===== config.mk =====
export PLATFORM = sky130hd
export DESIGN_NAME = bmp24_stream_decoder
export DESIGN_NICKNAME = d
export VERILOG_FILES = /design/src/bmpd_pkg.sv /design/src/bmpd_parse.sv /design/src/bmpd_rsp_fifo.sv /design/src/bmp24_stream_decoder.sv
export VERILOG_INCLUDE_DIRS = /design/src /design/src/src
export SDC_FILE = /design/constraint.sdc
export NUM_CORES = 2
export LEC_CHECK = 0
export BUFFER_PORTS_ARGS = -buffer_cell sky130_fd_sc_hd__buf_2
export CORE_MARGIN = 2
export CORE_UTILIZATION = 60
export CTS_CLUSTER_DIAMETER = 120
export DETAILED_ROUTE_END_ITERATION = 7
export MAX_ROUTING_LAYER = met4
export PLACE_DENSITY = 0.77
export SLEW_MARGIN = 15
export SYNTH_ARGS = -nofsm -noshare
export SYNTH_HDL_FRONTEND = slang
export SYNTH_HIERARCHICAL = 1
export SYNTH_SLANG_ARGS = --single-unit

===== constraint.sdc =====
create_clock -name clock -period 36.9 [get_ports clock]
set_input_delay 3.69 -clock clock [delete_from_list [all_inputs] [get_ports clock]]
set_output_delay 3.69 -clock clock [all_outputs]
set_load 0.02 [all_outputs]

===== src/assert_macros.svh =====
// Assertion macros used by the decoder's parse module.
`ifndef ASSERT_MACROS_SVH
`define ASSERT_MACROS_SVH

`ifndef ASSERT_OFF

`define ASSERT_ALWAYS(name, clk, rst, prop) \
   name: assert property (@(posedge clk) disable iff (rst) (prop)) \
      else $error("%m: assertion failed");

`define ASSERT_IMPLIES(name, clk, rst, pre, post) \
   name: assert property (@(posedge clk) disable iff (rst) (pre) |-> (post)) \
      else $error("%m: assertion failed");

`define ASSERT_NEXT(name, clk, rst, pre, post) \
   name: assert property (@(posedge clk) disable iff (rst) (pre) |=> (post)) \
      else $error("%m: assertion failed");

`else

`define ASSERT_ALWAYS(name, clk, rst, prop)
`define ASSERT_IMPLIES(name, clk, rst, pre, post)
`define ASSERT_NEXT(name, clk, rst, pre, post)

`endif

`endif


===== src/bmpd_pkg.sv =====
// Types and constants for the BMP 24-bit stream decoder.
package bmpd_pkg;

   localparam int DEF_MAX_WIDTH  = 4096;
   localparam int DEF_MAX_HEIGHT = 4096;

   localparam int BYTE_W   = 8;
   localparam int KIND_W   = 2;
   localparam int ERR_W    = 4;
   localparam int COL_OUT_W = 12;
   localparam int ROW_OUT_W = 12;
   localparam int ADDR_W   = 26;
   localparam int DIM_W    = 13;
   localparam int WORD_W   = 32;

   localparam int RSP_DEPTH = 8;

   localparam logic [2:0] PH_WAIT = 3'd0;
   localparam logic [2:0] PH_HDR  = 3'd1;
   localparam logic [2:0] PH_SKIP = 3'd2;
   localparam logic [2:0] PH_PIX  = 3'd3;
   localparam logic [2:0] PH_PAD  = 3'd4;

   localparam logic [KIND_W-1:0] KIND_HEADER = 2'd0;
   localparam logic [KIND_W-1:0] KIND_PIXEL  = 2'd1;
   localparam logic [KIND_W-1:0] KIND_ERROR  = 2'd2;

   localparam logic [ERR_W-1:0] ERR_NONE        = 4'd0;
   localparam logic [ERR_W-1:0] ERR_MAGIC       = 4'd1;
   localparam logic [ERR_W-1:0] ERR_DIB_SIZE    = 4'd2;
   localparam logic [ERR_W-1:0] ERR_WIDTH       = 4'd3;
   localparam logic [ERR_W-1:0] ERR_HEIGHT      = 4'd4;
   localparam logic [ERR_W-1:0] ERR_PLANES      = 4'd5;
   localparam logic [ERR_W-1:0] ERR_BPP         = 4'd6;
   localparam logic [ERR_W-1:0] ERR_COMPRESSION = 4'd7;
   localparam logic [ERR_W-1:0] ERR_OFFSET      = 4'd8;
   localparam logic [ERR_W-1:0] ERR_TRUNCATED   = 4'd9;
   localparam logic [ERR_W-1:0] ERR_TOO_LARGE   = 4'd10;

   localparam logic [WORD_W-1:0] POS_MAGIC       = 32'd1;
   localparam logic [WORD_W-1:0] POS_OFFSET      = 32'd13;
   localparam logic [WORD_W-1:0] POS_DIB_SIZE    = 32'd17;
   localparam logic [WORD_W-1:0] POS_WIDTH       = 32'd21;
   localparam logic [WORD_W-1:0] POS_HEIGHT      = 32'd25;
   localparam logic [WORD_W-1:0] POS_PLANES      = 32'd27;
   localparam logic [WORD_W-1:0] POS_BPP         = 32'd29;
   localparam logic [WORD_W-1:0] POS_COMPRESSION = 32'd33;
   localparam logic [WORD_W-1:0] HDR_LEN         = 32'd54;
   localparam logic [WORD_W-1:0] HDR_LAST        = 32'd53;

   localparam logic [15:0]       MAGIC_BM     = 16'h4D42;
   localparam logic [WORD_W-1:0] MIN_DIB_SIZE = 32'd40;
   localparam logic [15:0]       PLANES_ONE   = 16'd1;
   localparam logic [15:0]       BPP_24       = 16'd24;

   typedef struct packed {
      logic [BYTE_W-1:0] file_byte;
      logic              first_of_file;
      logic              last_of_file;
   } bmpd_req_type;

   typedef struct packed {
      logic [KIND_W-1:0]    kind;
      logic [ERR_W-1:0]     error_code;
      logic [BYTE_W-1:0]    red;
      logic [BYTE_W-1:0]    green;
      logic [BYTE_W-1:0]    blue;
      logic [COL_OUT_W-1:0] column;
      logic [ROW_OUT_W-1:0] row;
      logic [ADDR_W-1:0]    byte_address;
      logic [DIM_W-1:0]     image_width;
      logic [DIM_W-1:0]     image_height;
      logic                 last_pixel;
   } bmpd_rsp_type;

   typedef struct packed {
      logic first;
      logic second;
   } bmpd_push_type;

endpackage


===== src/bmpd_parse.sv =====
// Header check, skip, pixel and padding parser; up to two results per byte.
`include "assert_macros.svh"

module bmpd_parse #(
   parameter int MAX_WIDTH  = bmpd_pkg::DEF_MAX_WIDTH,
   parameter int MAX_HEIGHT = bmpd_pkg::DEF_MAX_HEIGHT
) (
   input  logic                   clock,
   input  logic                   reset,
   input  logic                   in_valid,
   input  bmpd_pkg::bmpd_req_type in_data,
   output bmpd_pkg::bmpd_push_type push,
   output bmpd_pkg::bmpd_rsp_type  res0,
   output bmpd_pkg::bmpd_rsp_type  res1
);
   import bmpd_pkg::*;

   localparam int WW     = $clog2(MAX_WIDTH + 1);
   localparam int HW     = $clog2(MAX_HEIGHT + 1);
   localparam int WW1    = WW + 1;
   localparam int COL_W  = (MAX_WIDTH > 1) ? $clog2(MAX_WIDTH) : 1;
   localparam int ROW_W  = (MAX_HEIGHT > 1) ? $clog2(MAX_HEIGHT) : 1;
   localparam int PROD_W = WW + HW;

   logic [2:0]        phase_ff,  phase_in;
   logic [WORD_W-1:0] pos_ff,    pos_in;
   logic [WORD_W-1:0] shift_ff,  shift_in;
   logic [WORD_W-1:0] offset_ff, offset_in;
   logic [WW-1:0]     width_ff,  width_in;
   logic [HW-1:0]     height_ff, height_in;
   logic [COL_W-1:0]  col_ff,    col_in;
   logic [ROW_W-1:0]  row_ff,    row_in;
   logic [1:0]        bip_ff,    bip_in;
   logic [1:0]        pad_ff,    pad_in;
   logic [7:0]        blue_ff,   blue_in;
   logic [7:0]        green_ff,  green_in;
   logic [ADDR_W-1:0] base_ff,   base_in;
   logic [ADDR_W-1:0] prod_ff,   prod_in;

   logic [HW-1:0]     height_m1;
   logic [PROD_W-1:0] prod_full;
   logic [ADDR_W-1:0] base_start;
   logic [ADDR_W-1:0] width3;
   logic [ADDR_W-1:0] col_ext;
   logic [ADDR_W-1:0] pix_addr;
   logic [WW1-1:0]    col_p1;
   logic              endcol;
   logic [ERR_W-1:0]  err;
   logic              hdr_ok;
   logic              pix;
   logic              trunc;
   logic              do_end_row;
   logic              last_pix;
   bmpd_rsp_type      r_hdr, r_pix, r_err;

   assign height_m1  = height_ff - HW'(1);
   assign prod_full  = PROD_W'(height_m1) * PROD_W'(width_ff);
   assign prod_in    = ADDR_W'(prod_full);
   assign base_start = prod_ff + (prod_ff << 1);
   assign width3     = ADDR_W'(width_ff) + (ADDR_W'(width_ff) << 1);
   assign col_ext    = ADDR_W'(col_ff);
   assign pix_addr   = base_ff + col_ext + (col_ext << 1);
   assign col_p1     = WW1'(col_ff) + WW1'(1);
   assign endcol     = (col_p1 >= WW1'(width_ff));

   always_comb begin
      phase_in   = phase_ff;
      pos_in     = pos_ff;
      shift_in   = shift_ff;
      offset_in  = offset_ff;
      width_in   = width_ff;
      height_in  = height_ff;
      col_in     = col_ff;
      row_in     = row_ff;
      bip_in     = bip_ff;
      pad_in     = pad_ff;
      blue_in    = blue_ff;
      green_in   = green_ff;
      base_in    = base_ff;
      err        = ERR_NONE;
      hdr_ok     = 1'b0;
      pix        = 1'b0;
      trunc      = 1'b0;
      do_end_row = 1'b0;
      last_pix   = 1'b0;
      if (in_valid) begin
         if (in_data.first_of_file) begin
            phase_in = PH_HDR;
            pos_in   = '0;
            shift_in = '0;
         end
         case (phase_in)
            PH_HDR: begin
               shift_in = {in_data.file_byte, shift_in[WORD_W-1:8]};
               case (pos_in)
                  POS_MAGIC: begin
                     if (shift_in[31:16] != MAGIC_BM) err = ERR_MAGIC;
                  end
                  POS_OFFSET: begin
                     offset_in = shift_in;
                     if (shift_in < HDR_LEN) err = ERR_OFFSET;
                  end
                  POS_DIB_SIZE: begin
                     if (shift_in < MIN_DIB_SIZE) err = ERR_DIB_SIZE;
                  end
                  POS_WIDTH: begin
                     width_in = WW'(shift_in);
                     if (shift_in == '0 || shift_in[31]) err = ERR_WIDTH;
                     else if (shift_in > WORD_W'(MAX_WIDTH)) err = ERR_TOO_LARGE;
                  end
                  POS_HEIGHT: begin
                     height_in = HW'(shift_in);
                     if (shift_in == '0 || shift_in[31]) err = ERR_HEIGHT;
                     else if (shift_in > WORD_W'(MAX_HEIGHT)) err = ERR_TOO_LARGE;
                  end
                  POS_PLANES: begin
                     if (shift_in[31:16] != PLANES_ONE) err = ERR_PLANES;
                  end
                  POS_BPP: begin
                     if (shift_in[31:16] != BPP_24) err = ERR_BPP;
                  end
                  POS_COMPRESSION: begin
                     if (shift_in != '0) err = ERR_COMPRESSION;
                  end
                  default: ;
               endcase
               if (err == ERR_NONE && pos_in == HDR_LAST) begin
                  hdr_ok   = 1'b1;
                  row_in   = ROW_W'(height_m1);
                  col_in   = '0;
                  bip_in   = '0;
                  pad_in   = '0;
                  base_in  = base_start;
                  phase_in = (offset_ff == HDR_LEN) ? PH_PIX : PH_SKIP;
               end
               pos_in = pos_in + WORD_W'(1);
            end
            PH_SKIP: begin
               pos_in = pos_ff + WORD_W'(1);
               if (pos_in >= offset_ff) phase_in = PH_PIX;
            end
            PH_PIX: begin
               case (bip_ff)
                  2'd0: begin
                     blue_in = in_data.file_byte;
                     bip_in  = 2'd1;
                  end
                  2'd1: begin
                     green_in = in_data.file_byte;
                     bip_in   = 2'd2;
                  end
                  default: begin
                     pix      = 1'b1;
                     last_pix = (row_ff == '0) && endcol;
                     bip_in   = 2'd0;
                     if (endcol) begin
                        pad_in = 2'(width_ff);
                        if (pad_in != 2'd0) phase_in = PH_PAD;
                        else do_end_row = 1'b1;
                     end else begin
                        col_in = col_ff + COL_W'(1);
                     end
                  end
               endcase
            end
            PH_PAD: begin
               if (pad_ff != 2'd0) pad_in = pad_ff - 2'd1;
               if (pad_in == 2'd0) do_end_row = 1'b1;
            end
            default: ;
         endcase
         if (do_end_row) begin
            if (row_ff == '0) begin
               phase_in = PH_WAIT;
            end else begin
               row_in   = row_ff - ROW_W'(1);
               base_in  = base_ff - width3;
               col_in   = '0;
               phase_in = PH_PIX;
            end
         end
         if (err != ERR_NONE) begin
            phase_in = PH_WAIT;
         end else if (in_data.last_of_file && phase_in != PH_WAIT) begin
            trunc    = 1'b1;
            phase_in = PH_WAIT;
         end
      end
   end

   always_comb begin
      r_hdr              = '0;
      r_hdr.kind         = KIND_HEADER;
      r_hdr.image_width  = DIM_W'(width_ff);
      r_hdr.image_height = DIM_W'(height_ff);

      r_pix              = '0;
      r_pix.kind         = KIND_PIXEL;
      r_pix.red          = in_data.file_byte;
      r_pix.green        = green_ff;
      r_pix.blue         = blue_ff;
      r_pix.column       = COL_OUT_W'(col_ff);
      r_pix.row          = ROW_OUT_W'(row_ff);
      r_pix.byte_address = pix_addr;
      r_pix.image_width  = DIM_W'(width_ff);
      r_pix.image_height = DIM_W'(height_ff);
      r_pix.last_pixel   = last_pix;

      r_err              = '0;
      r_err.kind         = KIND_ERROR;
      r_err.error_code   = trunc ? ERR_TRUNCATED : err;
   end

   assign push.first  = hdr_ok || pix || trunc || (err != ERR_NONE);
   assign push.second = (hdr_ok || pix) && (trunc || (err != ERR_NONE));
   assign res0        = hdr_ok ? r_hdr : (pix ? r_pix : r_err);
   assign res1        = r_err;

   always_ff @(posedge clock) begin
      if (reset) begin
         phase_ff <= PH_WAIT;
      end else begin
         phase_ff <= phase_in;
      end
   end

   always_ff @(posedge clock) begin
      pos_ff    <= pos_in;
      shift_ff  <= shift_in;
      offset_ff <= offset_in;
      width_ff  <= width_in;
      height_ff <= height_in;
      col_ff    <= col_in;
      row_ff    <= row_in;
      bip_ff    <= bip_in;
      pad_ff    <= pad_in;
      blue_ff   <= blue_in;
      green_ff  <= green_in;
      base_ff   <= base_in;
      prod_ff   <= prod_in;
   end

   `ASSERT_IMPLIES(a_second_needs_first, clock, reset, push.second, push.first)
   `ASSERT_IMPLIES(a_second_is_error, clock, reset, push.second, res1.kind == KIND_ERROR)
   `ASSERT_IMPLIES(a_pad_nonzero, clock, reset, phase_ff == PH_PAD, pad_ff != 2'd0)
   `ASSERT_IMPLIES(a_pixel_byte_range, clock, reset, phase_ff == PH_PIX, bip_ff != 2'd3)

endmodule


===== src/bmpd_rsp_fifo.sv =====
// Result queue: up to two writes and one read per cycle.
module bmpd_rsp_fifo (
   input  logic                    clock,
   input  logic                    reset,
   input  bmpd_pkg::bmpd_push_type push,
   input  bmpd_pkg::bmpd_rsp_type  wr0,
   input  bmpd_pkg::bmpd_rsp_type  wr1,
   input  logic                    pop,
   output logic                    not_empty,
   output bmpd_pkg::bmpd_rsp_type  rd_data,
   output logic [$clog2(bmpd_pkg::RSP_DEPTH+1)-1:0] count
);
   import bmpd_pkg::*;

   localparam int PTR_W = $clog2(RSP_DEPTH);
   localparam int CNT_W = $clog2(RSP_DEPTH + 1);

   bmpd_rsp_type     mem_ff [RSP_DEPTH];
   logic [PTR_W-1:0] wr_ptr_ff, wr_ptr_in;
   logic [PTR_W-1:0] rd_ptr_ff, rd_ptr_in;
   logic [CNT_W-1:0] count_ff,  count_in;
   logic [PTR_W-1:0] wr_ptr_p1;
   logic [1:0]       n_push;

   assign wr_ptr_p1 = wr_ptr_ff + PTR_W'(1);
   assign n_push    = 2'(push.first) + 2'(push.second);
   assign wr_ptr_in = wr_ptr_ff + PTR_W'(n_push);
   assign rd_ptr_in = rd_ptr_ff + PTR_W'(pop);
   assign count_in  = count_ff + CNT_W'(n_push) - CNT_W'(pop);

   always_ff @(posedge clock) begin
      if (reset) begin
         wr_ptr_ff <= '0;
         rd_ptr_ff <= '0;
         count_ff  <= '0;
      end else begin
         wr_ptr_ff <= wr_ptr_in;
         rd_ptr_ff <= rd_ptr_in;
         count_ff  <= count_in;
      end
   end

   always_ff @(posedge clock) begin
      if (push.first) begin
         mem_ff[wr_ptr_ff] <= wr0;
      end
      if (push.second) begin
         mem_ff[wr_ptr_p1] <= wr1;
      end
   end

   assign not_empty = (count_ff != '0);
   assign rd_data   = mem_ff[rd_ptr_ff];
   assign count     = count_ff;

endmodule


===== src/bmp24_stream_decoder.sv =====
// Top level: one BMP byte per transaction in, header/pixel/error results out.
// The input stage register and then the result queue lie between a byte's transaction and its first result.
// Throughput: one byte per cycle while req_ready is high; a byte that gives two results takes two
// result transactions, set by the single read port of the result queue.
// Reset: synchronous, active high; waits for a first byte, queue emptied.
module bmp24_stream_decoder #(
   parameter int MAX_WIDTH  = bmpd_pkg::DEF_MAX_WIDTH,
   parameter int MAX_HEIGHT = bmpd_pkg::DEF_MAX_HEIGHT
) (
   input  logic                   clock,
   input  logic                   reset,
   input  logic                   req_valid,
   output logic                   req_ready,
   input  bmpd_pkg::bmpd_req_type req_data,
   output logic                   rsp_valid,
   input  logic                   rsp_ready,
   output bmpd_pkg::bmpd_rsp_type rsp_data
);
   import bmpd_pkg::*;

   localparam int CNT_W = $clog2(RSP_DEPTH + 1);
   localparam int OCC_W = CNT_W + 1;

   logic          stage_valid_ff, stage_valid_in;
   bmpd_req_type  stage_ff;
   bmpd_push_type push;
   bmpd_rsp_type  res0, res1;
   logic [CNT_W-1:0] fifo_count;
   logic [OCC_W-1:0] occupancy;

   // reserve two queue entries for the byte in the stage and two for a new one
   assign occupancy      = OCC_W'(fifo_count) + (stage_valid_ff ? OCC_W'(2) : OCC_W'(0));
   assign req_ready      = (occupancy <= OCC_W'(RSP_DEPTH - 2));
   assign stage_valid_in = req_valid && req_ready;

   always_ff @(posedge clock) begin
      if (reset) begin
         stage_valid_ff <= 1'b0;
      end else begin
         stage_valid_ff <= stage_valid_in;
      end
   end

   always_ff @(posedge clock) begin
      if (stage_valid_in) begin
         stage_ff <= req_data;
      end
   end

   bmpd_parse #(
      .MAX_WIDTH  (MAX_WIDTH),
      .MAX_HEIGHT (MAX_HEIGHT)
   ) u_parse (
      .clock    (clock),
      .reset    (reset),
      .in_valid (stage_valid_ff),
      .in_data  (stage_ff),
      .push     (push),
      .res0     (res0),
      .res1     (res1)
   );

   bmpd_rsp_fifo u_rsp_fifo (
      .clock     (clock),
      .reset     (reset),
      .push      (push),
      .wr0       (res0),
      .wr1       (res1),
      .pop       (rsp_valid && rsp_ready),
      .not_empty (rsp_valid),
      .rd_data   (rsp_data),
      .count     (fifo_count)
   );

endmodule

==> qor.yml <==
gp_congestion: 0.8882
dp_hpwl_mm: 102.1
ant_nets: 0
fin_crit_sh_pct: 23.67
wire_per_inst_um: 25.62
hold_start: "u_parse/phase_ff[1]$_SDFFE_PP0P_"
clockBufferDepth: 3
reg2reg_from: "u_parse/pos_ff[0]$_DFFE_PP_"
finalSetupViolCount: 0
irDropWorstVdd_v: 0.00003547
hold_viol_final: 0
fp.dieH_um: 334.1
finalMaxSlewViolations: 0
synthArstFlopShare_pct: 0
cp_slowest_cell: "buf_4"
synth.cell_area_um2: 65390
timing.rr.end: "u_rsp_fifo/mem_ff[0][48]$_DFFE_PP_"
synthFlopType: "edfxtp_1"
grt_start_max_net_pins: 108
path_delay_family: "buffers and inverters"
netlist.area_leader.share_pct: 48.22
rsz0062_at_grt: "false"
synthCells: 4768
hold_path_end: "u_parse/phase_ff[1]$_SDFFE_PP0P_"
drtIter0Drc: 4445
grt_pass1_wl_mm: 249.8
ys.warnings.count: 6
path_cells: "buf_4, buf_4, buf_4, mux4_2, mux2_2, buf_2"
grt_pass1_vias: 41520
overflow: 0
end_kind: "output pin"
final.fill_count: 7726
holdWs_ns: 0.5971
start_util_pct: 60.32
path_max_fanout: 43
syn_avg_cell_area_um2: 13.71
synth_edf_count: 1050
yosysSeqAreaShare_pct: 49.45
synth_cell_types: 106
utilization_pct: 65.05
post-place-ws_ns: 28.17
std_cell_rows: 121
maxCapViolCount: 0
htree_levels: 3
crit_buf_inv: 4
cts.repair.resized: 0
io_buffers: 122
vias: 40520
yosysMostFrequentCell: "edfxtp_1"
ys_top_cells_by_count: "edfxtp_1, mux2_2, nand2_1, inv_1, nor2_1"
drc: 0
cellPowerDensity_nw_per_um2: 43.47
crit_path_max_incr_delay_ns: 0.84
synthTopCellsByArea: "edfxtp_1, mux2_2, mux4_2"
hold_depth: 2
fin_crit_ns: 8.735
min_path_type: "flip-flop to flip-flop"
cpMostUsedCell: "buf_4"
fin_ws_ns: 28.17
ctsHoldBuffers: 0
timing.setup.tns_ns: 0
synth_seq_cells: 1090
first_pass_iters: 5
dieArea_um2: 111600
relSlewSlack_pct: 20.28
p_leak_nw: 26.41
syn2layout_area_growth_pct: 7.840
cts_root_buf: "clkbuf_16"
synth_area_leader_cell: "edfxtp_1"
fmax_mhz: 114.5
vias_per_cell: 6.402
routed_wl_mm: 162.1
path_clk_slew_ns: 0.06
insertion_delay_ns: 0.71
status: "complete, no violations"
stdcell_area_um2: 70510
cts_made_buffers: 109
reg2reg_setup_slack_ns: 28.29
grt_usage_pct: 30.18
clock_skew_ns: 0.02400
nets: 5183
worstMarginPinSlew_ns: 1.191
drive_above_1_share_pct: 32.45
antenna_found_initial: 8
tritoncts: "built"
worst-setup-path-type: "flip-flop to output pin"
io-pin-count: 123
die_width_um: 334.1
cp-start-kind: "flip-flop"
place_area_um2: 66910
core_um2: 108400
clock_sinks: 1090
required_ns: 33.21
arrival_ns: 5.04
reg2reg_depth: 23
cts_setup_buffers: 0
[per-layer routing]
metal / track usage (%) / share of wire [%]
met5: - / 0
met2: 48.12 / 49
met1: 40.56 / 40
met3: 4.511 / 8.4
met4: 8.798 / 2.8
[metrics by stage]
step,cells,power (W)
floorplan,4869,0.001806
global placement,6122,0.001954
detailed placement,6122,0.001959
CTS,6326,0.003077
global route,6329,0.003166
finish,6329,0.003065
[final cells by class]
| cell class | instances | area (µm²) | share of cell area, % |
|---|---|---|---|
| diodes | 3 | 7.507 | 0.01065 |
| inverters | 266 | 998.5 | 1.416 |
| repair buffers | 188 | 1119 | 1.586 |
| multi-input cells | 3164 | 30680 | 43.51 |
| clock inverters | 73 | 739.5 | 1.049 |
| clock buffers | 131 | 2853 | 4.046 |
| flip-flops and latches | 1090 | 32350 | 45.87 |
| well taps | 1414 | 1769 | 2.509 |
[flip-flops by register name, indices dropped and copies added (netlist names), 3 cells and up]
name / flops
u_rsp_fifo/mem_ff: 856
u_parse/offset_ff: 32
u_parse/pos_ff: 32
u_parse/base_ff: 26
u_parse/prod_ff: 26
u_parse/shift_ff: 24
u_parse/height_ff: 13
u_parse/width_ff: 13
u_parse/col_ff: 12
u_parse/row_ff: 12
stage_ff: 10
u_parse/blue_ff: 8
u_parse/green_ff: 8
u_rsp_fifo/count: 4
u_parse/phase_ff: 3
u_rsp_fifo/rd_ptr_ff: 3
u_rsp_fifo/wr_ptr_ff: 3
[logic make-up (layout without fill, tap and decap cells)]
logic type               after synthesis  in the layout  synth area share, %
adder cells (fa/ha/maj)              350            350                8.397
AND/OR/NAND/NOR                      925            925                7.044
XOR/XNOR                             138            138                1.871
multiplexers                        1184           1184                24.07
buffers and inverters                615            658                4.482
other                                  2            106              0.01149
flip-flops                          1090           1090                49.45
AO/OA/AOI/OAI                        464            464                4.683
[worst register-to-register path: stages, from the launching register on]
cell and delay [ns]:
edfxtp_1 0.51, ha_1 0.29, nand3_1 0.22, nor4_4 0.56, nand4_1 0.39, nor2_1 0.28, nand2_1 0.15, nor2_1 0.23
xor2_1 0.11, ha_1 0.30, and4_1 0.22, nor3b_1 0.19, a22oi_1 0.12, a21oi_1 0.31, a211oi_1 0.09, o41a_1 0.37
nand3_2 0.09, a32oi_2 0.15, a21oi_1 0.43, nand2_1 0.23, nor3_4 0.84, buf_4 0.97, buf_4 0.80, mux2_2 0.51
[report_power, final]
group          switching (W)  total, W  internal (W)
Combinational       0.000302  0.000513      0.000212
Clock               0.000478   0.00113      0.000648
Sequential         0.0000507   0.00143       0.00138
[worst max-delay path by stage]
stage	cells past startpoint	endpoint	from
after floorplan	6	u_rsp_fifo/mem_ff[2][0]$_DFFE_PP_	stage_valid_ff$_SDFF_PP0_
after detailed placement	23	u_rsp_fifo/mem_ff[5][39]$_DFFE_PP_	u_parse/pos_ff[0]$_DFFE_PP_
after global placement	23	u_rsp_fifo/mem_ff[5][39]$_DFFE_PP_	u_parse/pos_ff[0]$_DFFE_PP_
final	6	rsp_data[6]	u_rsp_fifo/rd_ptr_ff[1]$_SDFF_PP0_
after CTS	6	rsp_data[6]	u_rsp_fifo/rd_ptr_ff[1]$_SDFF_PP0_
after global routing	6	rsp_data[6]	u_rsp_fifo/rd_ptr_ff[1]$_SDFF_PP0_
[cells in the final DEF, fill, tap and decap left out, drive strengths merged, types with 74 or more instances in the layout]
master,synthesis,layout
fa,148,148
ha,202,202
mux2,964,964
inv,259,261
edfxtp,1050,1050
buf,245,188
mux4,214,214
a21oi,137,137
nor2,250,250
conb,2,103
xor2,74,74
clkbuf,104,131
nand2,274,274
o21ai,101,101
(Power assumes the default switching activity.)
